===== config.mk =====
export PLATFORM = sky130hd
export DESIGN_NAME = tcp_connection_state_engine_core
export DESIGN_NICKNAME = d
export VERILOG_FILES = /design/src/hw/rtl/tcse_pkg.sv /design/src/hw/rtl/tcp_connection_state_engine_core.sv
export SDC_FILE = /design/constraint.sdc
export NUM_CORES = 1
export LEC_CHECK = 0
export BUFFER_PORTS_ARGS = -buffer_cell sky130_fd_sc_hd__buf_2
export CELL_PAD_IN_SITES_DETAIL_PLACEMENT = 0
export CELL_PAD_IN_SITES_GLOBAL_PLACEMENT = 1
export CORE_MARGIN = 4
export CORE_UTILIZATION = 50
export CTS_CLUSTER_DIAMETER = 150
export DETAILED_ROUTE_END_ITERATION = 7
export PLACE_DENSITY = 0.91
export SLEW_MARGIN = 20
export SYNTH_ARGS = -nofsm -noshare
export SYNTH_HDL_FRONTEND = slang
export SYNTH_SLANG_ARGS = --single-unit

===== constraint.sdc =====
create_clock -name clk_i -period 17.1 [get_ports clk_i]
set_clock_uncertainty 0.2 [all_clocks]
set_input_delay 2.565 -clock clk_i [delete_from_list [all_inputs] [get_ports clk_i]]
set_output_delay 2.565 -clock clk_i [all_outputs]
set_load 0.1 [all_outputs]

===== src/hw/rtl/tcse_pkg.sv =====
// tcse_pkg: types, codes and constants shared by the tcp connection state engine
// no dependencies; imported by tcp_connection_state_engine_core
`default_nettype none

package tcse_pkg;

  typedef enum logic [2:0] {
    OP_SYN  = 3'd0,
    OP_SEG  = 3'd1,
    OP_ACK  = 3'd2,
    OP_DATA = 3'd3,
    OP_FIN  = 3'd4,
    OP_TICK = 3'd5
  } op_e;

  typedef enum logic [3:0] {
    PH_CLOSED      = 4'd0,
    PH_SYN_SENT    = 4'd1,
    PH_ESTABLISHED = 4'd2,
    PH_FIN_WAIT1   = 4'd3,
    PH_FIN_WAIT2   = 4'd4,
    PH_CLOSE_WAIT  = 4'd5,
    PH_LAST_ACK    = 4'd6,
    PH_TIME_WAIT   = 4'd7,
    PH_RESET       = 4'd8
  } phase_e;

  typedef enum logic [2:0] {
    ST_OK        = 3'd0,
    ST_HANDSHAKE = 3'd1,
    ST_RETX      = 3'd2,
    ST_REJECT    = 3'd3,
    ST_GAVE_UP   = 3'd4
  } status_e;

  typedef enum logic [2:0] {
    REG_LOCAL_PORT   = 3'd0,
    REG_REMOTE_PORT  = 3'd1,
    REG_INITIAL_SEQ  = 3'd2,
    REG_INITIAL_RTO  = 3'd3,
    REG_RETX_LIMIT   = 3'd4
  } cfg_reg_e;

  localparam int unsigned CfgIndexW = 3;
  localparam int unsigned CfgDataW  = 32;

  // tcp flag bits
  localparam logic [7:0] FLAG_FIN = 8'h01;
  localparam logic [7:0] FLAG_SYN = 8'h02;
  localparam logic [7:0] FLAG_RST = 8'h04;
  localparam logic [7:0] FLAG_PSH = 8'h08;
  localparam logic [7:0] FLAG_ACK = 8'h10;

  localparam logic [15:0] RTO_CAP            = 16'd16000;
  localparam logic [15:0] INITIAL_RTO_RESET  = 16'd1000;
  localparam logic [7:0]  RETX_LIMIT_RESET   = 8'd5;

  typedef struct packed {
    op_e         op;
    logic [15:0] seg_src_port;
    logic [15:0] seg_dst_port;
    logic [7:0]  seg_flags;
    logic [31:0] seg_seq;
    logic [31:0] seg_ack;
    logic [15:0] seg_window;
    logic [15:0] data_len;
    logic [15:0] tx_window;
    logic [31:0] tick_ms;
  } in_t;

  typedef struct packed {
    status_e     status;
    phase_e      conn_state;
    logic        seg_out_valid;
    logic [7:0]  out_flags;
    logic [31:0] out_seq;
    logic [31:0] out_ack;
    logic [15:0] out_window;
    logic [15:0] out_len;
    logic [15:0] peer_window;
  } out_t;

endpackage

`default_nettype wire


===== src/hw/rtl/tcp_connection_state_engine_core.sv =====
// tcp_connection_state_engine_core: one tcp connection, commands, segments and ticks
// depends on tcse_pkg
// a result appears in the cycle after its beat is accepted
// throughput: one beat per cycle; the connection registers update in the accept cycle
// an output register holds the result and input stall rises only while it is held
// reset (async, active low) loads the default config and a closed connection;
// a config write to a listed register re-initializes the connection state
`default_nettype none

module tcp_connection_state_engine_core
  import tcse_pkg::*;
(
  input  wire logic                 clk_i,
  input  wire logic                 rst_ni,
  input  wire logic                 cfg_we_i,
  input  wire logic [CfgIndexW-1:0] cfg_index_i,
  input  wire logic [CfgDataW-1:0]  cfg_wdata_i,
  input  wire logic                 in_valid_i,
  output logic                      in_stall_o,
  input  wire in_t                  in_data_i,
  output logic                      out_valid_o,
  input  wire logic                 out_stall_i,
  output out_t                      out_data_o
);

  // configuration
  logic [15:0] own_port_q, peer_port_q, rto_init_q;
  logic [31:0] iseq_q;
  logic [7:0]  retx_limit_q;
  logic        cfg_hit;
  logic [31:0] iseq_new;
  logic [15:0] rto_new;

  // connection state
  phase_e      phase_q, phase_d;
  logic [31:0] una_q, una_d, nxt_q, nxt_d, rcv_q, rcv_d;
  logic [15:0] pwin_q, pwin_d, rto_q, rto_d;
  logic [31:0] elapsed_q, elapsed_d;
  logic [7:0]  count_q, count_d;
  logic        pending_q, pending_d;
  logic [7:0]  sv_flags_q, sv_flags_d;
  logic [31:0] sv_seq_q, sv_seq_d, sv_ack_q, sv_ack_d;
  logic [15:0] sv_win_q, sv_win_d, sv_len_q, sv_len_d;

  // result register
  logic out_valid_q;
  out_t out_q, res;
  logic in_acc;

  // segment and tick decisions
  logic        port_ok, is_rst, ack_ok, synack, hs_ok, data_phase, fin_hit;
  logic [31:0] una_seg, rcv_data, rcv_fin, seq_end;
  logic        pend_seg;
  phase_e      phase_rx;
  logic [32:0] tick_sum;
  logic [31:0] el_sat;
  logic        expired, give_up;

  assign in_stall_o  = out_valid_q && out_stall_i;
  assign in_acc      = in_valid_i && !in_stall_o;
  assign out_valid_o = out_valid_q;
  assign out_data_o  = out_q;

  // config write decode
  always_comb begin
    cfg_hit  = 1'b0;
    iseq_new = iseq_q;
    rto_new  = rto_init_q;
    if (cfg_we_i) begin
      unique case (cfg_index_i)
        REG_LOCAL_PORT, REG_REMOTE_PORT, REG_RETX_LIMIT: cfg_hit = 1'b1;
        REG_INITIAL_SEQ: begin
          cfg_hit  = 1'b1;
          iseq_new = cfg_wdata_i;
        end
        REG_INITIAL_RTO: begin
          cfg_hit = 1'b1;
          rto_new = cfg_wdata_i[15:0];
        end
        default: cfg_hit = 1'b0;
      endcase
    end
  end

  // shared segment and tick checks
  always_comb begin
    port_ok    = (in_data_i.seg_src_port == peer_port_q) &&
                 (in_data_i.seg_dst_port == own_port_q);
    is_rst     = (in_data_i.seg_flags & FLAG_RST) != 8'd0;
    ack_ok     = ((in_data_i.seg_flags & FLAG_ACK) != 8'd0) &&
                 (in_data_i.seg_ack > una_q) && (in_data_i.seg_ack <= nxt_q);
    una_seg    = ack_ok ? in_data_i.seg_ack : una_q;
    pend_seg   = (ack_ok && (in_data_i.seg_ack == nxt_q)) ? 1'b0 : pending_q;
    synack     = (in_data_i.seg_flags & (FLAG_SYN | FLAG_ACK)) == (FLAG_SYN | FLAG_ACK);
    hs_ok      = in_data_i.seg_ack == nxt_q;
    data_phase = (phase_q == PH_ESTABLISHED) || (phase_q == PH_FIN_WAIT1) ||
                 (phase_q == PH_FIN_WAIT2);
    // in-order receive advance, then fin at the end of this segment
    rcv_data   = ((in_data_i.data_len != 16'd0) && (in_data_i.seg_seq == rcv_q)) ?
                 rcv_q + {16'd0, in_data_i.data_len} : rcv_q;
    seq_end    = in_data_i.seg_seq + {16'd0, in_data_i.data_len};
    fin_hit    = ((in_data_i.seg_flags & FLAG_FIN) != 8'd0) && (seq_end == rcv_data);
    rcv_fin    = fin_hit ? rcv_data + 32'd1 : rcv_data;
    phase_rx   = phase_q;
    if (fin_hit) begin
      phase_rx = (phase_q == PH_ESTABLISHED) ? PH_CLOSE_WAIT : PH_TIME_WAIT;
    end
    if ((phase_rx == PH_FIN_WAIT1) && (una_seg == nxt_q)) begin
      phase_rx = PH_FIN_WAIT2;
    end
    // saturating elapsed time
    tick_sum = {1'b0, elapsed_q} + {1'b0, in_data_i.tick_ms};
    el_sat   = tick_sum[32] ? '1 : tick_sum[31:0];
    expired  = el_sat >= {16'd0, rto_q};
    give_up  = count_q >= retx_limit_q;
  end

  // next connection state
  always_comb begin
    phase_d    = phase_q;
    una_d      = una_q;
    nxt_d      = nxt_q;
    rcv_d      = rcv_q;
    pwin_d     = pwin_q;
    rto_d      = rto_q;
    elapsed_d  = elapsed_q;
    count_d    = count_q;
    pending_d  = pending_q;
    sv_flags_d = sv_flags_q;
    sv_seq_d   = sv_seq_q;
    sv_ack_d   = sv_ack_q;
    sv_win_d   = sv_win_q;
    sv_len_d   = sv_len_q;
    unique case (in_data_i.op)
      OP_SYN: begin
        if (phase_q == PH_CLOSED) begin
          una_d      = nxt_q;
          nxt_d      = nxt_q + 32'd1;
          phase_d    = PH_SYN_SENT;
          sv_flags_d = FLAG_SYN;
          sv_seq_d   = nxt_q;
          sv_ack_d   = '0;
          sv_win_d   = in_data_i.tx_window;
          sv_len_d   = '0;
          pending_d  = 1'b1;
          elapsed_d  = '0;
        end
      end
      OP_SEG: begin
        if (port_ok) begin
          if (is_rst) begin
            phase_d   = PH_RESET;
            pending_d = 1'b0;
          end else begin
            una_d     = una_seg;
            pending_d = pend_seg;
            pwin_d    = in_data_i.seg_window;
            if (ack_ok) begin
              elapsed_d = '0;
              count_d   = '0;
            end
            if (phase_q == PH_SYN_SENT) begin
              if (synack && hs_ok) begin
                rcv_d     = in_data_i.seg_seq + 32'd1;
                phase_d   = PH_ESTABLISHED;
                pending_d = 1'b0;
                count_d   = '0;
              end
            end else if (data_phase) begin
              rcv_d   = rcv_fin;
              phase_d = phase_rx;
            end
          end
        end
      end
      OP_ACK: begin
      end
      OP_DATA: begin
        if ((phase_q == PH_ESTABLISHED) && (in_data_i.data_len != 16'd0)) begin
          una_d      = nxt_q;
          nxt_d      = nxt_q + {16'd0, in_data_i.data_len};
          sv_flags_d = FLAG_PSH | FLAG_ACK;
          sv_seq_d   = nxt_q;
          sv_ack_d   = rcv_q;
          sv_win_d   = in_data_i.tx_window;
          sv_len_d   = in_data_i.data_len;
          pending_d  = 1'b1;
          elapsed_d  = '0;
        end
      end
      OP_FIN: begin
        if ((phase_q == PH_ESTABLISHED) || (phase_q == PH_CLOSE_WAIT)) begin
          una_d      = nxt_q;
          nxt_d      = nxt_q + 32'd1;
          phase_d    = (phase_q == PH_CLOSE_WAIT) ? PH_LAST_ACK : PH_FIN_WAIT1;
          sv_flags_d = FLAG_FIN | FLAG_ACK;
          sv_seq_d   = nxt_q;
          sv_ack_d   = rcv_q;
          sv_win_d   = in_data_i.tx_window;
          sv_len_d   = '0;
          pending_d  = 1'b1;
          elapsed_d  = '0;
        end
      end
      OP_TICK: begin
        if (pending_q) begin
          elapsed_d = el_sat;
          if (expired) begin
            if (give_up) begin
              phase_d   = PH_RESET;
              pending_d = 1'b0;
            end else begin
              count_d   = count_q + 8'd1;
              elapsed_d = '0;
              if (rto_q < RTO_CAP) begin
                rto_d = {rto_q[14:0], 1'b0};
              end
            end
          end
        end
      end
      default: begin
      end
    endcase
  end

  // result of the beat
  always_comb begin
    res             = '0;
    res.status      = ST_OK;
    res.conn_state  = phase_d;
    res.peer_window = pwin_d;
    unique case (in_data_i.op)
      OP_SYN: begin
        if (phase_q != PH_CLOSED) begin
          res.status = ST_REJECT;
        end else begin
          res.seg_out_valid = 1'b1;
          res.out_flags     = FLAG_SYN;
          res.out_seq       = nxt_q;
          res.out_window    = in_data_i.tx_window;
        end
      end
      OP_SEG: begin
        if (!port_ok) begin
          res.status = ST_REJECT;
        end else if (!is_rst && (phase_q == PH_SYN_SENT) && synack) begin
          res.status = hs_ok ? ST_HANDSHAKE : ST_REJECT;
        end
      end
      OP_ACK: begin
        res.seg_out_valid = 1'b1;
        res.out_flags     = FLAG_ACK;
        res.out_seq       = nxt_q;
        res.out_ack       = rcv_q;
        res.out_window    = in_data_i.tx_window;
      end
      OP_DATA: begin
        if ((phase_q != PH_ESTABLISHED) || (in_data_i.data_len == 16'd0)) begin
          res.status = ST_REJECT;
        end else begin
          res.seg_out_valid = 1'b1;
          res.out_flags     = FLAG_PSH | FLAG_ACK;
          res.out_seq       = nxt_q;
          res.out_ack       = rcv_q;
          res.out_window    = in_data_i.tx_window;
          res.out_len       = in_data_i.data_len;
        end
      end
      OP_FIN: begin
        if ((phase_q != PH_ESTABLISHED) && (phase_q != PH_CLOSE_WAIT)) begin
          res.status = ST_REJECT;
        end else begin
          res.seg_out_valid = 1'b1;
          res.out_flags     = FLAG_FIN | FLAG_ACK;
          res.out_seq       = nxt_q;
          res.out_ack       = rcv_q;
          res.out_window    = in_data_i.tx_window;
        end
      end
      OP_TICK: begin
        if (pending_q && expired) begin
          if (give_up) begin
            res.status = ST_GAVE_UP;
          end else begin
            res.status        = ST_RETX;
            res.seg_out_valid = 1'b1;
            res.out_flags     = sv_flags_q;
            res.out_seq       = sv_seq_q;
            res.out_ack       = sv_ack_q;
            res.out_window    = sv_win_q;
            res.out_len       = sv_len_q;
          end
        end
      end
      default: begin
        res.status = ST_REJECT;
      end
    endcase
  end

  // config registers
  always_ff @(posedge clk_i or negedge rst_ni) begin
    if (!rst_ni) begin
      own_port_q    <= '0;
      peer_port_q   <= '0;
      iseq_q        <= '0;
      rto_init_q    <= INITIAL_RTO_RESET;
      retx_limit_q  <= RETX_LIMIT_RESET;
    end else if (cfg_we_i) begin
      case (cfg_index_i)
        REG_LOCAL_PORT:  own_port_q    <= cfg_wdata_i[15:0];
        REG_REMOTE_PORT: peer_port_q   <= cfg_wdata_i[15:0];
        REG_INITIAL_SEQ: iseq_q        <= cfg_wdata_i;
        REG_INITIAL_RTO: rto_init_q    <= cfg_wdata_i[15:0];
        REG_RETX_LIMIT:  retx_limit_q  <= cfg_wdata_i[7:0];
        default: begin
        end
      endcase
    end
  end

  // connection state registers
  always_ff @(posedge clk_i or negedge rst_ni) begin
    if (!rst_ni) begin
      phase_q    <= PH_CLOSED;
      una_q      <= '0;
      nxt_q      <= '0;
      rcv_q      <= '0;
      pwin_q     <= '0;
      rto_q      <= INITIAL_RTO_RESET;
      elapsed_q  <= '0;
      count_q    <= '0;
      pending_q  <= 1'b0;
      sv_flags_q <= '0;
      sv_seq_q   <= '0;
      sv_ack_q   <= '0;
      sv_win_q   <= '0;
      sv_len_q   <= '0;
    end else if (cfg_hit) begin
      phase_q    <= PH_CLOSED;
      una_q      <= iseq_new;
      nxt_q      <= iseq_new;
      rcv_q      <= '0;
      pwin_q     <= '0;
      rto_q      <= rto_new;
      elapsed_q  <= '0;
      count_q    <= '0;
      pending_q  <= 1'b0;
      sv_flags_q <= '0;
      sv_seq_q   <= '0;
      sv_ack_q   <= '0;
      sv_win_q   <= '0;
      sv_len_q   <= '0;
    end else if (in_acc) begin
      phase_q    <= phase_d;
      una_q      <= una_d;
      nxt_q      <= nxt_d;
      rcv_q      <= rcv_d;
      pwin_q     <= pwin_d;
      rto_q      <= rto_d;
      elapsed_q  <= elapsed_d;
      count_q    <= count_d;
      pending_q  <= pending_d;
      sv_flags_q <= sv_flags_d;
      sv_seq_q   <= sv_seq_d;
      sv_ack_q   <= sv_ack_d;
      sv_win_q   <= sv_win_d;
      sv_len_q   <= sv_len_d;
    end
  end

  // output register
  always_ff @(posedge clk_i or negedge rst_ni) begin
    if (!rst_ni) begin
      out_valid_q <= 1'b0;
    end else if (in_acc) begin
      out_valid_q <= 1'b1;
    end else if (!out_stall_i) begin
      out_valid_q <= 1'b0;
    end
  end

  always_ff @(posedge clk_i) begin
    if (in_acc) begin
      out_q <= res;
    end
  end

  // a held beat with no segment carries an all-zero header
  a_no_seg_zero: assert property (@(posedge clk_i) disable iff (!rst_ni)
    (out_valid_q && !out_q.seg_out_valid) |->
      (out_q.out_flags == 8'd0 && out_q.out_seq == 32'd0 && out_q.out_ack == 32'd0 &&
       out_q.out_window == 16'd0 && out_q.out_len == 16'd0))
    else $error("header fields set without an outgoing segment");

  // giving up always lands in the reset phase
  a_gave_up_reset: assert property (@(posedge clk_i) disable iff (!rst_ni)
    (out_valid_q && out_q.status == ST_GAVE_UP) |-> (out_q.conn_state == PH_RESET))
    else $error("gave up without entering reset phase");

  // a built segment comes only with ok or retransmit status
  a_seg_status: assert property (@(posedge clk_i) disable iff (!rst_ni)
    (out_valid_q && out_q.seg_out_valid) |->
      (out_q.status == ST_OK || out_q.status == ST_RETX))
    else $error("segment emitted with reject or handshake status");

  // a closed connection never has a retransmission pending
  a_closed_idle: assert property (@(posedge clk_i) disable iff (!rst_ni)
    (phase_q == PH_CLOSED) |-> !pending_q)
    else $error("retransmission pending while closed");

endmodule

`default_nettype wire

---- After elaboration in Yosys (flattened, before gate mapping) ----
Index checks and enable logic that the tools add are counted.
word-level totals
  bits in registers ....................... 494
  bits in latches ......................... 0
  RAM bits ................................ 0
  ROM bits ................................ 0
  input bits .............................. 227
  output and inout port bits .............. 130
  logic and storage cells ................. 274
  memories kept ........................... 0
operators by class
  $add $sub $neg .......................... 8
  multipliers ............................. 0
  div/mod/pow operators ................... 0
  $lt $le $gt $ge ......................... 5
  equality and inequality tests ........... 37
  shift operators ......................... 0
  muxes and demuxes ....................... 145
  bitwise operators ....................... 0
  reduce and logical (&&, ||, !) cells .... 50
operator list
  operator                                                          count
  32-bit two-way mux                                                43
  16-bit two-way mux                                                25
  105-bit two-way mux                                               3
  32-bit case mux with 3 select lines                               3
  32-bit case mux with 4 select lines                               2
  41-bit case mux with 5 select lines                               1
  32-bit case mux with 5 select lines                               1
  32-bit == test                                                    4
  8-bit two-way mux                                                 15
  32-bit by 1-bit adder with 32-bit output (second input constant)  3
  32-bit by 16-bit adder with 32-bit output                         3
  16-bit case mux with 3 select lines                               2
  89-bit two-way mux                                                1
  16-bit case mux with 5 select lines                               1
  4-bit two-way mux                                                 14
  41-bit two-way mux                                                1
  32-bit by 32-bit adder with 33-bit output                         1
  16-bit == test                                                    2
  32-bit by 16-bit >= comparator with 1-bit output                  1
  32-bit > comparator                                               1
  32-bit <= comparator                                              1
  16-bit case mux with 2 select lines                               1
  3-bit != test (second input constant)                             10
  8-bit case mux with 3 select lines                                1
  39 further kinds                                                  105

---- Logic depth before layout (Yosys ltp) ----
  depth in word-level cells ............... 16
  mapped depth ............................ 26
  gate-level depth less buffers ........... 23

---- Worst setup path before layout ----
OpenSTA, ideal clock, no wires.
  kind .................................... input port to flip-flop
  start ................................... input in_data_i[0] (netlist bit)
  end ..................................... register elapsed_q[10]
  setup time .............................. 66 ps
  arrival time ............................ 7474 ps
  data required time ...................... 16834 ps
  slack ................................... 9359 ps
  cell stages on the path ................. 23
  buffers on the path ..................... 3
  path through ............................ ha_1 -> fa_1 -> a21o_1 -> nand4_1 -> nand3_1 -> o211ai_1 -> a31oi_1 -> a31oi_1 -> clkbuf_1 -> clkbuf_1 -> nand2_1 -> ha_1 -> a21oi_1 -> nor2_1 -> a211oi_1 -> o2111ai_1 -> nor4_1 -> nand4_1 -> nor4_2 -> nor2b_1 -> nor4_1 -> clkbuf_1 -> a22o_1
between the ends
  cells in the longest elaborated chain, start to end .. 8
  elaborated cells on any way between the ends .. 9
  those cells by class .................... 1 x add/sub; 1 x order compare; 7 x mux
ends and longest elaborated chain
  element                                                                                        RTL line                                                                          source
  start: declaration                                                                             tcp_connection_state_engine_core.sv:20                                            input wire in_t in_data_i,
  32-bit by 32-bit adder with 33-bit output (*)                                                  tcp_connection_state_engine_core.sv:112                                           tick_sum = {1'b0, elapsed_q} + {1'b0, in_data_i.tick_ms};
  32-bit two-way mux (*)                                                                         tcp_connection_state_engine_core.sv:113                                           el_sat = tick_sum[32] ? '1 : tick_sum[31:0];
  32-bit by 16-bit >= comparator with 1-bit output / 32-bit two-way mux (equally long branches)  tcp_connection_state_engine_core.sv:114, tcp_connection_state_engine_core.sv:209
  32-bit two-way mux (*)                                                                         tcp_connection_state_engine_core.sv:208                                           if (expired) begin
  32-bit two-way mux (*)                                                                         tcp_connection_state_engine_core.sv:206                                           if (pending_q) begin
  32-bit case mux with 5 select lines (*)                                                        tcp_connection_state_engine_core.sv:134                                           unique case (in_data_i.op)
  32-bit two-way mux (*)                                                                         tcp_connection_state_engine_core.sv:355                                           end else if (in_acc) begin
  32-bit two-way mux (*)                                                                         tcp_connection_state_engine_core.sv:340                                           end else if (cfg_hit) begin
  end signal: assignment                                                                         tcp_connection_state_engine_core.sv:362                                           elapsed_q <= elapsed_d;
  end: declaration                                                                               tcp_connection_state_engine_core.sv:38                                            logic [31:0] elapsed_q, elapsed_d;
Mark *: on every way between the ends. The rest lies on a longest branch, timed or not. The select of a mux whose other input is x is not followed.
A chain may end at the register's enable or synchronous reset.

---- Worst setup path in the final report ----
  start ................................... input in_data_i[0] (netlist bit)
  end ..................................... register count_q[7]
between the ends
  cells in the longest elaborated chain, start to end .. 5
ends and longest elaborated chain
  element                                           RTL line                                 source
  32-bit by 32-bit adder with 33-bit output         tcp_connection_state_engine_core.sv:112
  32-bit two-way mux                                tcp_connection_state_engine_core.sv:113
  32-bit by 16-bit >= comparator with 1-bit output  tcp_connection_state_engine_core.sv:114  expired = el_sat >= {16'd0, rto_q};
  3-bit != test (no source line)                    -
  7-bit AND reduction (no source line)              -
  end signal: assignment                            tcp_connection_state_engine_core.sv:363  count_q <= count_d;
  end: declaration                                  tcp_connection_state_engine_core.sv:39   logic [7:0] count_q, count_d;
Every way passes these cells.

==> reports/results.ini <==
[logic_synthesis]
yosys.cell_count.top_type = nand2_1
yosysUniqueCellTypes = 94
netlist_top_cells_count = nand2_1, dfrtp_1, a21oi_1
ys_seq_area_share_pct = 40.4
synth_largest_area_cell = dfrtp_1
ys_seq_elements = 486
synth_edf_count = 124
avgSynthCellArea_sq_um = 9.31
synthFlopType = dfrtp_1
synth_top_area_share_pct = 27.5
async_flop_share_pct = 74.5
yosys_warnings = 0
synth_cells = 3402
yosys-top-cells-area = dfrtp_1, edfxtp_1, ha_1, nand2_1, xnor2_1
syn-cell-area_sq_um = 31700

[setup_path]
critical_path_class = primary input to flip-flop
arrival_ns = 9.29
end_kind = flip-flop
crit_path_max_fanout = 87
start_kind = primary input
cp.required_ns = 17.35

[power]
powerDensity_nw_per_um2 = 101
irDropWorstVdd_mv = 0.0747
cellLeakagePower_nw = 15.7
fin_total_pwr_mw = 3.64

[timing]
hold_viol = 0
maxSlewViolCount = 0
relSlewSlack_pct = 23.6
max_freq_ghz = 0.111
setup_tns_ns = 0
worst_pin_slew_ns = 1.14
rsz0062_at_grt = no
final-setup-viol-count = 0
fin_crit_ns = 9.04
layout_setup_ws_ns = 8.06
fin_crit_sh_pct = 52.8

[floorplanning]
initial_core_util_pct = 50.4
die_h_um = 260
rows = 92
core_sq_um = 62900
pin_count = 357
dieArea_sq_um = 67500
die_width_um = 260

[finish]
area_delta_synth_final_pct = 13.8
fin_area_sq_um = 36000
nNetsFinal = 4038
layout-drive-gt1-share_pct = 17.6
layout.cells.non_filler = 4532

[placement]
pre_cts_ws_ns = 7.47
placed_area_sq_um = 34000
gp_congestion = 0.963
port_buffers = 348
dp.cells = 4424
hpwl_um = 74400

[clocking]
clk_latency_ns = 0.63
cts_hold_buf = 0
cts_setup_buffers = 0
cts_root_buf = clkbuf_16
numClockSinks = 486
cts.repair.resized = 0
cts_buffers = 56
htreeDepth = 2
clk_pin_slew_ns = 0.06
tritoncts = done
clk_path_buf_depth = 3

[routing]
drc = 0
drt_pass1_iterations = 6
via_count = 27860
wl_um = 103000
wl_per_cell_um = 22.8
drt-vias-per-instance = 6.15
drt_iter0_drc = 2749
ant_nets = 0

[global_routing]
track_usage_pct = 29.6
grt_first_pass_wirelength_um = 157000
grt_max_degree = 129
grt_pass1_vias = 26301
antenna_found_initial = 3
grt_overflow = 0

[status]
status = complete, no violations

[flow_run]
cap_violations = 0

[min_path]
hp-class = flip-flop to flip-flop

==> where the power goes <==
group	switching [mW]	internal, mW
Clock	0.521	0.788
Combinational	0.581	0.300
Sequential	0.122	1.32
==> registers in the layout, summed over array words and instances (netlist names), 32 cells and up <==
name        flops
elapsed_q      32
sv_seq_q       32
sv_ack_q       32
rcv_q          32
nxt_q          32
out_data_o    124
una_q          32
iseq_q         32
==> per-layer routing <==
metal	part of all wire (%)	track usage, %	wire (um)	up-vias
met5	0	0	0	-
met4	2.8	8.45	2940	0
met3	8.5	5.14	8750	168
met2	45	46.4	46600	1205
met1	44	42.5	45000	13586
li1	-	-	-	12901
==> kinds of logic (layout without fill, tap and decap cells) <==
group | after synthesis | in the layout | share of synthesized area [%]
compound gates | 940 | 940 | 20.1
xor+xnor | 262 | 262 | 7.55
fa+ha+maj | 175 | 175 | 7.01
buf+inv | 348 | 627 | 4.32
flops | 486 | 486 | 40.4
mux | 130 | 130 | 4.48
other cells | 1 | 6 | 0.0118
simple gates | 1060 | 1060 | 16.1
==> area by class of cell <==
class	count	area (sq um)
inverter	134	508
timing repair buffer	387	2060
sequential	486	12800
multi-input combinational	2571	17600
clock inverter	36	489
tap	846	1060
fill	5620	26800
antenna	2	5.00
clock buffer	70	1530
==> through the flow <==
step	utilization, %	hold slack (ns)
2_1_floorplan	-	0.243
3_3_place_gp	54.1	0.253
3_5_place_dp	54.1	0.261
4_1_cts	57.3	0.274
5_1_grt	57.3	0.284
6_report	57.3	0.269
==> critical path, stage by stage <==
cell and delay, ns:
buf_2 0.12, ha_1 0.23, fa_1 0.42, a21o_1 0.22, nand4_1 0.13, nand3_1 0.15, o211ai_1 0.31, a31oi_1 0.22
a31oi_1 0.21, buf_4 0.29, nand2b_1 0.13, ha_1 0.29, a21boi_0 0.15, o21ai_0 0.10, a21oi_1 0.13, o21ai_0 0.09
a2111oi_0 0.72, nor4_1 0.13, nand4_1 0.17, nor4_2 0.11, nor3b_2 0.35, buf_4 0.32, buf_4 0.86, o21bai_1 0.43
o21ai_0 0.29, a21oi_1 0.10
==> cell usage in the layout (no fill, tap or decap), types with 12 or more instances in the layout <==
cell type / n
nand2_1: 390
nor2b_1: 22
dfrtp_1: 348
nand3_1: 66
or3_1: 14
o21bai_1: 15
o31ai_1: 14
a22oi_1: 28
nor4_1: 32
o211ai_1: 48
ha_1: 171
xor2_1: 99
inv_1: 133
buf_4: 37
a21oi_1: 234
and3_1: 45
a211oi_1: 37
edfxtp_1: 124
buf_2: 347
dfstp_2: 14
nor3_1: 75
a31oi_1: 47
o22ai_1: 12
o21a_1: 22
a21o_1: 49
clkbuf_16: 57
xnor2_1: 156
mux2i_1: 36
mux2_2: 94
nor2_1: 209
o21ai_0: 162
nand4_1: 78
nand2b_1: 27
and2_1: 13
a22o_1: 152
==> final timing paths <==
check | cells past startpoint | from | end | slack [ns]
min reg2reg | 2 | elapsed_q[26]$_DFFE_PN0P_ | elapsed_q[26]$_DFFE_PN0P_ | 0.27
min | 2 | elapsed_q[26]$_DFFE_PN0P_ | elapsed_q[26]$_DFFE_PN0P_ | 0.27
max reg2reg | 25 | elapsed_q[0]$_DFFE_PN0P_ | count_q[7]$_DFFE_PN0P_ | 9.76
max in group asynchronous | 3 | rst_ni | sv_flags_q[1]$_DFFE_PN0P_ | 12.73
max | 26 | in_data_i[0] | count_q[7]$_DFFE_PN0P_ | 8.06
min in group asynchronous | 1 | rst_ni | pwin_q[15]$_DFFE_PN0N_ | 1.70
Power figures use the tool's default switching activity.
